$ cat src/rtl/core/cbhe_pkg.sv
package cbhe_pkg;

   // Opcodes
   localparam logic [3:0] OP_UNSIGNED = 4'd0;
   localparam logic [3:0] OP_NEGATIVE = 4'd1;
   localparam logic [3:0] OP_BYTES    = 4'd2;
   localparam logic [3:0] OP_TEXT     = 4'd3;
   localparam logic [3:0] OP_ARRAY    = 4'd4;
   localparam logic [3:0] OP_MAP      = 4'd5;
   localparam logic [3:0] OP_TAG      = 4'd6;
   localparam logic [3:0] OP_BOOL     = 4'd7;
   localparam logic [3:0] OP_NULL     = 4'd8;
   localparam logic [3:0] OP_PAYLOAD  = 4'd9;

   // Additional-information codes of the initial byte
   localparam logic [4:0] AI_ONE_BYTE   = 5'd24;
   localparam logic [4:0] AI_TWO_BYTE   = 5'd25;
   localparam logic [4:0] AI_FOUR_BYTE  = 5'd26;
   localparam logic [4:0] AI_EIGHT_BYTE = 5'd27;

   // Simple values
   localparam logic [7:0] SIMPLE_TRUE  = 8'hF5;
   localparam logic [7:0] SIMPLE_FALSE = 8'hF4;
   localparam logic [7:0] SIMPLE_NULL  = 8'hF6;

   // Default depth of the descriptor queue
   localparam int QUEUE_DEPTH = 2;

   typedef struct packed {
      logic [3:0]  opcode;
      logic [63:0] argument;
      logic [7:0]  data_byte;
   } req_type;

   typedef struct packed {
      logic [7:0] out_byte;
      logic       last;
   } rsp_type;

   // Work handed from front to back: initial byte, argument byte count, argument
   typedef struct packed {
      logic [7:0]  init_byte;
      logic [3:0]  nbytes;
      logic [63:0] arg;
   } desc_type;

endpackage

$ cat src/rtl/core/cbhe_front.sv
module cbhe_front (
   input  cbhe_pkg::req_type  req_data,
   output logic               desc_valid,
   output cbhe_pkg::desc_type desc
);

   logic [63:0] value;
   logic [2:0]  major;

   // Negative opcode encodes the plain negation of the argument
   assign value = (req_data.opcode == cbhe_pkg::OP_NEGATIVE) ?
                  (64'd0 - req_data.argument) : req_data.argument;
   assign major = req_data.opcode[2:0];

   // Classify the beat and build the initial byte plus argument length
   always_comb begin
      desc_valid     = 1'b1;
      desc.init_byte = 8'h00;
      desc.nbytes    = 4'd0;
      desc.arg       = value;
      case (req_data.opcode)
         cbhe_pkg::OP_UNSIGNED, cbhe_pkg::OP_NEGATIVE, cbhe_pkg::OP_BYTES,
         cbhe_pkg::OP_TEXT, cbhe_pkg::OP_ARRAY, cbhe_pkg::OP_MAP,
         cbhe_pkg::OP_TAG: begin
            if (value < 64'd24) begin
               desc.init_byte = {major, value[4:0]};
            end else if (value <= 64'hFF) begin
               desc.init_byte = {major, cbhe_pkg::AI_ONE_BYTE};
               desc.nbytes    = 4'd1;
            end else if (value <= 64'hFFFF) begin
               desc.init_byte = {major, cbhe_pkg::AI_TWO_BYTE};
               desc.nbytes    = 4'd2;
            end else if (value <= 64'hFFFF_FFFF) begin
               desc.init_byte = {major, cbhe_pkg::AI_FOUR_BYTE};
               desc.nbytes    = 4'd4;
            end else begin
               desc.init_byte = {major, cbhe_pkg::AI_EIGHT_BYTE};
               desc.nbytes    = 4'd8;
            end
         end
         cbhe_pkg::OP_BOOL: begin
            desc.init_byte = (|req_data.argument) ? cbhe_pkg::SIMPLE_TRUE
                                                  : cbhe_pkg::SIMPLE_FALSE;
         end
         cbhe_pkg::OP_NULL: begin
            desc.init_byte = cbhe_pkg::SIMPLE_NULL;
         end
         cbhe_pkg::OP_PAYLOAD: begin
            desc.init_byte = req_data.data_byte;
         end
         default: begin
            // unused opcodes are dropped
            desc_valid = 1'b0;
         end
      endcase
   end

endmodule

$ cat src/rtl/core/cbhe_queue.sv
module cbhe_queue #(
   parameter int Depth = cbhe_pkg::QUEUE_DEPTH
) (
   input  logic               clock,
   input  logic               reset,
   input  logic               push,
   input  cbhe_pkg::desc_type push_desc,
   output logic               not_full,
   input  logic               pop,
   output logic               not_empty,
   output cbhe_pkg::desc_type head_desc
);

   localparam int PtrW = $clog2(Depth);
   localparam int CntW = $clog2(Depth + 1);

   cbhe_pkg::desc_type entries_ff [Depth];
   logic [PtrW-1:0] wr_ptr_ff, wr_ptr_in;
   logic [PtrW-1:0] rd_ptr_ff, rd_ptr_in;
   logic [CntW-1:0] count_ff, count_in;
   logic            do_push, do_pop;

   assign not_full  = (count_ff != CntW'(Depth));
   assign not_empty = (count_ff != '0);
   assign head_desc = entries_ff[rd_ptr_ff];
   assign do_push   = push && not_full;
   assign do_pop    = pop && not_empty;

   // Pointer and occupancy update
   always_comb begin
      wr_ptr_in = wr_ptr_ff;
      rd_ptr_in = rd_ptr_ff;
      count_in  = count_ff;
      if (do_push) begin
         wr_ptr_in = (wr_ptr_ff == PtrW'(Depth - 1)) ? '0 : wr_ptr_ff + 1'b1;
      end
      if (do_pop) begin
         rd_ptr_in = (rd_ptr_ff == PtrW'(Depth - 1)) ? '0 : rd_ptr_ff + 1'b1;
      end
      if (do_push && !do_pop) begin
         count_in = count_ff + 1'b1;
      end else if (do_pop && !do_push) begin
         count_in = count_ff - 1'b1;
      end
   end

   always_ff @(posedge clock) begin
      if (reset) begin
         wr_ptr_ff <= '0;
         rd_ptr_ff <= '0;
         count_ff  <= '0;
      end else begin
         wr_ptr_ff <= wr_ptr_in;
         rd_ptr_ff <= rd_ptr_in;
         count_ff  <= count_in;
      end
   end

   // Storage, no reset needed
   always_ff @(posedge clock) begin
      if (do_push) begin
         entries_ff[wr_ptr_ff] <= push_desc;
      end
   end

endmodule

$ cat src/rtl/core/cbhe_back.sv
module cbhe_back (
   input  logic               clock,
   input  logic               reset,
   input  logic               q_valid,
   input  cbhe_pkg::desc_type q_desc,
   output logic               q_pop,
   output logic               rsp_valid,
   input  logic               rsp_ready,
   output cbhe_pkg::rsp_type  rsp_data
);

   logic               busy_ff, busy_in;
   logic [3:0]         rem_ff, rem_in;
   logic [63:0]        arg_ff, arg_in;
   logic               rsp_valid_ff, rsp_valid_in;
   cbhe_pkg::rsp_type  rsp_data_ff, rsp_data_in;
   logic               out_free;
   logic [2:0]         byte_idx;

   assign out_free  = !rsp_valid_ff || rsp_ready;
   assign q_pop     = out_free && !busy_ff && q_valid;
   assign byte_idx  = 3'(rem_ff - 4'd1);
   assign rsp_valid = rsp_valid_ff;
   assign rsp_data  = rsp_data_ff;

   // Serializer: initial byte from the queue, then argument bytes MSB first
   always_comb begin
      busy_in      = busy_ff;
      rem_in       = rem_ff;
      arg_in       = arg_ff;
      rsp_valid_in = rsp_valid_ff;
      rsp_data_in  = rsp_data_ff;
      if (out_free) begin
         rsp_valid_in = 1'b0;
         if (busy_ff) begin
            rsp_valid_in         = 1'b1;
            rsp_data_in.out_byte = arg_ff[{byte_idx, 3'b000} +: 8];
            rsp_data_in.last     = (rem_ff == 4'd1);
            rem_in               = rem_ff - 4'd1;
            busy_in              = (rem_ff != 4'd1);
         end else if (q_valid) begin
            rsp_valid_in         = 1'b1;
            rsp_data_in.out_byte = q_desc.init_byte;
            rsp_data_in.last     = (q_desc.nbytes == 4'd0);
            rem_in               = q_desc.nbytes;
            arg_in               = q_desc.arg;
            busy_in              = (q_desc.nbytes != 4'd0);
         end
      end
   end

   always_ff @(posedge clock) begin
      if (reset) begin
         busy_ff      <= 1'b0;
         rsp_valid_ff <= 1'b0;
      end else begin
         busy_ff      <= busy_in;
         rsp_valid_ff <= rsp_valid_in;
      end
   end

   always_ff @(posedge clock) begin
      rem_ff      <= rem_in;
      arg_ff      <= arg_in;
      rsp_data_ff <= rsp_data_in;
   end

endmodule

$ cat src/rtl/core/cbor_head_encoder_top.sv
// CBOR head encoder.
// Request channel (req_valid/req_ready/req_data) takes one beat per item:
// an opcode with a 64-bit argument or a raw payload byte. Response channel
// (rsp_valid/rsp_ready/rsp_data) returns the encoded bytes one per beat,
// with last set on the final byte of each item; unused opcodes give none.
// The first byte of an item is written into the descriptor queue and then
// registered in the output stage before it is valid on rsp_data.
// Single-byte items (small values, bool, null, payload) sustain one item
// per cycle while rsp_ready stays high. A header item with an N-byte
// argument (N = 1, 2, 4 or 8) occupies the output serializer for its initial
// byte and its N argument bytes; that serializer sets the rate for header items.
// A QueueDepth-entry descriptor queue sits between the classifier and the
// serializer, so requests keep flowing while the serializer drains.
// When the receiver stalls, the pending byte holds on rsp_data, the queue
// fills and req_ready drops. Reset clears the queue and the output stage;
// the block accepts a beat in the first cycle after reset.
module cbor_head_encoder_top #(
   parameter int QueueDepth = cbhe_pkg::QUEUE_DEPTH
) (
   input  logic              clock,
   input  logic              reset,
   input  logic              req_valid,
   output logic              req_ready,
   input  cbhe_pkg::req_type req_data,
   output logic              rsp_valid,
   input  logic              rsp_ready,
   output cbhe_pkg::rsp_type rsp_data
);

   logic               front_valid;
   cbhe_pkg::desc_type front_desc;
   logic               q_not_empty;
   logic               q_pop;
   cbhe_pkg::desc_type q_head;

   cbhe_front u_front (
      .req_data   (req_data),
      .desc_valid (front_valid),
      .desc       (front_desc)
   );

   cbhe_queue #(
      .Depth (QueueDepth)
   ) u_queue (
      .clock     (clock),
      .reset     (reset),
      .push      (req_valid && front_valid),
      .push_desc (front_desc),
      .not_full  (req_ready),
      .pop       (q_pop),
      .not_empty (q_not_empty),
      .head_desc (q_head)
   );

   cbhe_back u_back (
      .clock     (clock),
      .reset     (reset),
      .q_valid   (q_not_empty),
      .q_desc    (q_head),
      .q_pop     (q_pop),
      .rsp_valid (rsp_valid),
      .rsp_ready (rsp_ready),
      .rsp_data  (rsp_data)
   );

endmodule

$ cat config.mk
export PLATFORM = sky130hd
export DESIGN_NAME = cbor_head_encoder_top
export DESIGN_NICKNAME = d
export VERILOG_FILES = /design/src/rtl/core/cbhe_pkg.sv /design/src/rtl/core/cbhe_front.sv /design/src/rtl/core/cbhe_queue.sv /design/src/rtl/core/cbhe_back.sv /design/src/rtl/core/cbor_head_encoder_top.sv
export SDC_FILE = /design/constraint.sdc
export NUM_CORES = 1
export LEC_CHECK = 0
export BUFFER_PORTS_ARGS = -buffer_cell sky130_fd_sc_hd__buf_4
export CAP_MARGIN = 20
export CORE_MARGIN = 5
export CORE_UTILIZATION = 50
export CTS_CLUSTER_SIZE = 28
export DETAILED_ROUTE_END_ITERATION = 16
export GPL_ROUTABILITY_DRIVEN = 0
export PLACE_DENSITY = 0.71
export SETUP_SLACK_MARGIN = 0.1
export SLEW_MARGIN = 40
export SYNTH_ARGS = -nofsm -noshare
export SYNTH_HDL_FRONTEND = slang
export SYNTH_SLANG_ARGS = --single-unit
$ cat constraint.sdc
create_clock -name clock -period 7.1 [get_ports clock]
set_clock_uncertainty 0.1 [all_clocks]
set_input_delay 1.42 -clock clock [delete_from_list [all_inputs] [get_ports clock]]
set_output_delay 1.42 -clock clock [all_outputs]
set_load 0.02 [all_outputs]
==> results of run 1 <==
path summary, 6_finish.rpt:
check,start,to,slack [ns],cells after the start
setup / recovery,req_data[9],u_queue.entries_ff[0][71],2.27,12
hold / removal,u_queue.count_ff[1],u_queue.count_ff[1],0.42,2
setup reg to reg,register,u_back.busy_ff,4.67,6
hold reg to reg,u_queue.count_ff[1],u_queue.count_ff[1],0.42,2
registers in the layout, indices dropped and copies added, names as in the netlist, named ones only:
name and count:
u_back.rem_ff 4, u_back.arg_ff 64, u_back.busy_ff 1, u_queue.wr_ptr_ff 1, u_queue.count_ff 2, u_back.rsp_data 9, u_queue.entries_ff 152, u_queue.rd_ptr_ff 1
u_back.rsp_valid 1
per-layer routing:
| metal | up-vias | part of all wire |
|---|---|---|
| met2 | 289 | 0.46 |
| met1 | 3429 | 0.44 |
| li1 | 3243 | - |
| met5 | - | 0 |
| met4 | 0 | 0.022 |
| met3 | 35 | 0.070 |
critical path: stages:
cell and delay, ns:
buf_4 0.13, inv_1 0.07, ha_1 0.16, nor3b_2 0.44
nand4_2 0.37, nor3_1 0.62, and3_1 0.40, nor4b_1 0.27
nor3_1 0.10, nor4_1 0.31, and4_1 0.46, a32oi_1 0.18
power groups by stage:
stage	combinational (uW)	sequential, uW	clock [uW]
finish	1240	2060	1230
global route	1340	2090	1320
CTS	1260	2070	1250
detailed placement	1250	2090	0
global placement	1230	2090	0
floorplan	829	2070	0
cell families after synthesis:
group / synth area share
and+or+nand+nor: 0.112
muxes: 0.108
xor gates and xnor gates: 0.0557
adders and majority gates: 0.00448
AOI/OAI and AO/OA: 0.0672
buffers and inverters: 0.0233
DFF: 0.628
per-stage QoR:
| stage | utilization | instances |
|---|---|---|
| finish | 0.590 | 1182 |
| global placement | 0.554 | 1138 |
| global route | 0.590 | 1182 |
| detailed placement | 0.554 | 1138 |
| floorplan | - | 803 |
| CTS | 0.590 | 1182 |
layout by cell type, fill, tap and decap left out, types with 19 or more instances in the layout:
cell type	Yosys	layout
clkbuf_16	0	25
nor2_1	62	59
nor3_1	20	19
xor2_1	41	41
a21oi_1	35	35
xnor2_1	30	30
mux2_2	64	64
edfxtp_1	229	229
nand2_1	29	29
inv_1	23	23
buf_4	1	95
area by class of cell:
class	count	share of cell area
sequential	236	0.543
multi-input combinational	500	0.305
timing repair buffer	98	0.0578
clock buffer	32	0.0504
tap	280	0.0271
clock inverter	12	0.00958
inverter	24	0.00697
==> out/results.tsv, run 1 <==
metric	value	unit
outcome	finished, final reports clean	
GRT Max-Usage Layer	met2	
drt first-iter violations	629	
first-pass GRT wire length	39400	microns
critical path class	in2reg	
CP max FO	10	
Area growth syn-to-layout	15.7	%
yosys warns	0	
Skew-Pair Late Insertion Delay	0.51	ns
worst slew pin tran	0.819	ns
largest net degree at the start of global routing	77	
Final WS setup	2.27	ns
max frequency	207	MHz
M3 GR Usage	0.0331	
Syn Inst Count	803	
Clock transition at path regs	0.06	ns
Row Count	54	
startpoint types	input pin	
P_int	3190	uW
Final period util	0.681	
Initial Util	0.510	
slew margin rel.	0.454	
most frequent cell after synthesis	edfxtp_1	
vias per inst	5.92	
final hold viol count	0	
Global Route met1 Usage	0.286	
worst slack, placed	1.83	ns
Net Count, Synth	887	
Sw Ratio	0.298	
Die W	159	microns
Switch Pwr	1350	uW
RSZ-0062 raised after global routing	false	
Final Cell Area	12900	sq um
CTS buffer count	24	
DRT Pass-1 Iters	5	
number of global-route vias before repair	6888	
TNS Setup	0	ns
# Post-CTS Setup Buffers	0	
met2 usage	0.304	
number of flops mapped to enable cells by yosys	229	
post-layout net count	968	
DR WL/cell	21.2	microns
gr ovfl total	0	
Combinational Power Share	0.274	
Port Buffers	90	
Hold/Removal Path Class	reg2reg	
required time of the critical path	7.22	ns
MaxCap Viol Count	0	
TritonCTS clock tree	built	
H-Tree Depth	1	
final wirelength	25100	microns
Total Power	4540	uW
Final setup viols	0	
die area	25400	sq um
Routed Antenna Nets	0	
PwrDens	351	nW/um^2
Final HPWL DP	17000	microns
Tmin final	4.83	ns
Arr. time, crit path	4.96	ns
initial antenna violation count	0	
Clock Power Share	0.271	
Post-CTS Resized	0	
final-layout fill cell count	1738	
Synth Cell Area	11200	sq um
post-synth top area cell	edfxtp_1	
Main synth FF type	edfxtp_1	
post-synth top area share	0.616	
clk buf depth	3	
layout cells sized above 1	0.267	
Cell variety after synth	70	
synth cell count leaders	edfxtp_1 (229), mux2_2 (64), nor2_1 (62)	
CP Capture Type	register	
synth top area cells	edfxtp_1 (62%), mux2_2 (6.5%), mux4_2 (3.2%), xor2_1 (3.2%), xnor2_1 (2.4%)	
WHS	0.422	ns
multi-input logic area	3940	sq um
root buffer cell	clkbuf_16	
Pleak	0.00442	uW
Placed Area	12100	sq um
Hold Buf Count CTS	0	
GRT Total Usage	0.195	
Worst VDD drop	0.000221	V
Async S/R FF share, synth	0	
register area	7020	sq um
Vias	6996	
Die Y	159	microns
CTS sink cnt	236	
# DRC	0	
Seq pwr share	0.455	
# diodes	0	
max-slew violation count	0	
Avg Inst Size Synth	13.9	sq um
Core Region	21900	sq um
Seq/Total Area, Yosys	0.628	
#FFs+latches synth	236	
# IOs	91	
No activity file was read; power rests on OpenSTA's default activity.
==> run 2, diff against run 1 <==
--- a/config.mk
+++ b/config.mk
@@ -12,7 +12,7 @@
 export CTS_CLUSTER_SIZE = 28
 export DETAILED_ROUTE_END_ITERATION = 16
 export GPL_ROUTABILITY_DRIVEN = 0
-export PLACE_DENSITY = 0.71
+export PLACE_DENSITY = 0.68
 export SETUP_SLACK_MARGIN = 0.1
 export SLEW_MARGIN = 40
 export SYNTH_ARGS = -nofsm -noshare
==> constraint.sdc (replaced) <==
create_clock -name clock -period 4.9 [get_ports clock]
set_clock_uncertainty 0.1 [all_clocks]
set_input_delay 0.98 -clock clock [delete_from_list [all_inputs] [get_ports clock]]
set_output_delay 0.98 -clock clock [all_outputs]
set_load 0.02 [all_outputs]
==> out/results.tsv, run 2 (same netlist as run 1, synthesis figures left out) <==
metric	value	unit	change
Routed Antenna Nets	0		unchanged
Reg with most FFs	u_queue.entries_ff		
die area	25400	sq um	unchanged
required time of the critical path	5.09	ns	-2.13 ns
root buffer cell	clkbuf_16		
commonest non-fill, non-tap cell in the layout	edfxtp_1		
worst path bufs/invs	1		-1
final-layout fill cell count	1748		+0.58%
met2 usage	0.301		-0.00365
Area growth syn-to-layout	17.1	%	
CTS buffer count	25		+4.2%
Final HPWL DP	17300	microns	+1.8%
Pleak	0.00451	uW	+2.0%
Hold Buf Count CTS	0		unchanged
Core Region	21900	sq um	unchanged
Port Buffers	90		unchanged
number of global-route vias before repair	6800		-1.3%
Worst VDD drop	0.000298	V	+35%
MaxCap Viol Count	0		unchanged
layout cells sized above 1	0.274		+0.00683
Placed Area	12300	sq um	+1.0%
register area	7020	sq um	about the same
largest net degree at the start of global routing	77		unchanged
DRT Pass-1 Iters	5		unchanged
GRT Max-Usage Layer	met2		
Vias	6972		-0.34%
Tmin final	4.03	ns	
multi-input logic area	3930	sq um	-0.13%
Top delay family on crit path	simple AND/OR/NAND/NOR gates		
H-Tree Depth	1		unchanged
Arr. time, crit path	4.22	ns	-0.74 ns
# DRC	0		unchanged
Initial Util	0.510		unchanged
drt first-iter violations	505		-20%
DR WL/cell	20.8	microns	-1.8%
initial antenna violation count	2		+2
startpoint types	input pin		
slowest stage delay, CP	0.54	ns	-0.08 ns
worst slew pin tran	0.693	ns	-0.126 ns
Final period util	0.823		
max FFs per register	152		unchanged
RSZ-0062 raised after global routing	false		
# IOs	91		unchanged
Final setup viols	0		unchanged
Hold/Removal Path Class	reg2reg		
most frequent cells in the layout	edfxtp_1 (229), buf_4 (104), mux2_2 (64), nor2_1 (59), xor2_1 (40)		
Skew-Pair Late Insertion Delay	0.53	ns	+0.02 ns
CP max FO	8		-2
vias per inst	5.83		-1.5%
gr ovfl total	0		unchanged
GRT Total Usage	0.190		-0.00511
M3 GR Usage	0.0300		-0.00311
slew margin rel.	0.538		+0.0836
Post-CTS Resized	0		unchanged
final wirelength	24900	microns	-0.64%
# Post-CTS Setup Buffers	0		unchanged
CP Capture Type	register		
final hold viol count	0		unchanged
clk buf depth	3		unchanged
CTS sink cnt	236		unchanged
# diodes	0		unchanged
Final Cell Area	13100	sq um	+1.1%
Row Count	54		unchanged
Critical Path, Cell by Cell	buf_4, nor4_4, nand4_4, or3_1, or3_1, nor4b_1, nor3_1, nor4_1, nand4_1, nor4_1		
Slowest cell on crit path	or3_1		
Util after Layout	0.597		+0.00674
max frequency	248	MHz	
critical path class	in2reg		
TritonCTS clock tree	built		
Global Route met1 Usage	0.278		-0.00740
first-pass GRT wire length	38400	microns	-2.5%
Die W	159	microns	unchanged
outcome	finished, final reports clean		
max-slew violation count	0		unchanged
post-layout net count	981		+1.3%
Clock transition at path regs	0.07	ns	about the same
Die Y	159	microns	unchanged
PwrDens	503	nW/um^2	+43%
## run 2: changes by cell type in the layout (fill, tap and decap cells not counted), moves of 2 or more
cell / previous run / this run
buf_12: 0 / 5
buf_4: 95 / 104
buf_6: 3 / 1
clkbuf_1: 7 / 3
clkinv_1: 3 / 9
clkinv_2: 4 / 6
clkinv_4: 2 / 0
## run 2: final cells by class
| cell class | count | area share |
|---|---|---|
| tap | 280 | 0.0268 |
| inverter | 24 | 0.00689 |
| clock buffer | 28 | 0.0487 |
| timing repair buffer | 110 | 0.0682 |
| multi-input combinational | 500 | 0.301 |
| clock inverter | 18 | 0.0113 |
| sequential | 236 | 0.537 |
## run 2: worst min-delay path: cells and delay by family (launching register included)
kind	cells	cell delay, ns
XOR/XNOR	1	0.08
flip-flops	1	0.33
AND/OR/NAND/NOR	1	0.07
## run 2: path summary, 6_finish.rpt
| check | start | endpoint | cells after the start | slack (ns) |
|---|---|---|---|---|
| setup / recovery | req_data[15] | u_queue.entries_ff[1][64] | 10 | 0.87 |
| hold / removal | u_queue.rd_ptr_ff | register | 2 | 0.42 |
| setup reg to reg | u_back.rem_ff[1] | u_back.rsp_data[4] | 5 | 2.69 |
| hold reg to reg | u_queue.rd_ptr_ff | register | 2 | 0.42 |
## run 2: routing by layer
layer / share of wire / routed length [microns]
met4: 0.018 / 461
met1: 0.46 / 11400
met2: 0.47 / 11700
met5: 0.00044 / 11
met3: 0.053 / 1310
## run 2: per-stage QoR
stage / std cells / setup TNS (ns) / hold WS (ns) / power (uW) / worst slack [ns]
finish: 1196 / 0 / 0.418 / 6580 / 0.868
global route: 1196 / 0 / 0.447 / 6860 / 0.622
CTS: 1195 / 0 / 0.420 / 6620 / 0.915
detailed placement: 1149 / 0 / 0.401 / 4830 / 0.382
global placement: 1149 / 0 / 0.396 / 4790 / 0.436
floorplan: 803 / -45.86 / 0.378 / 4200 / -0.302
## run 2: power breakdown
group | internal (uW) | switching (uW)
Sequential | 2800 | 154
Clock | 1040 | 753
Combinational | 781 | 1040
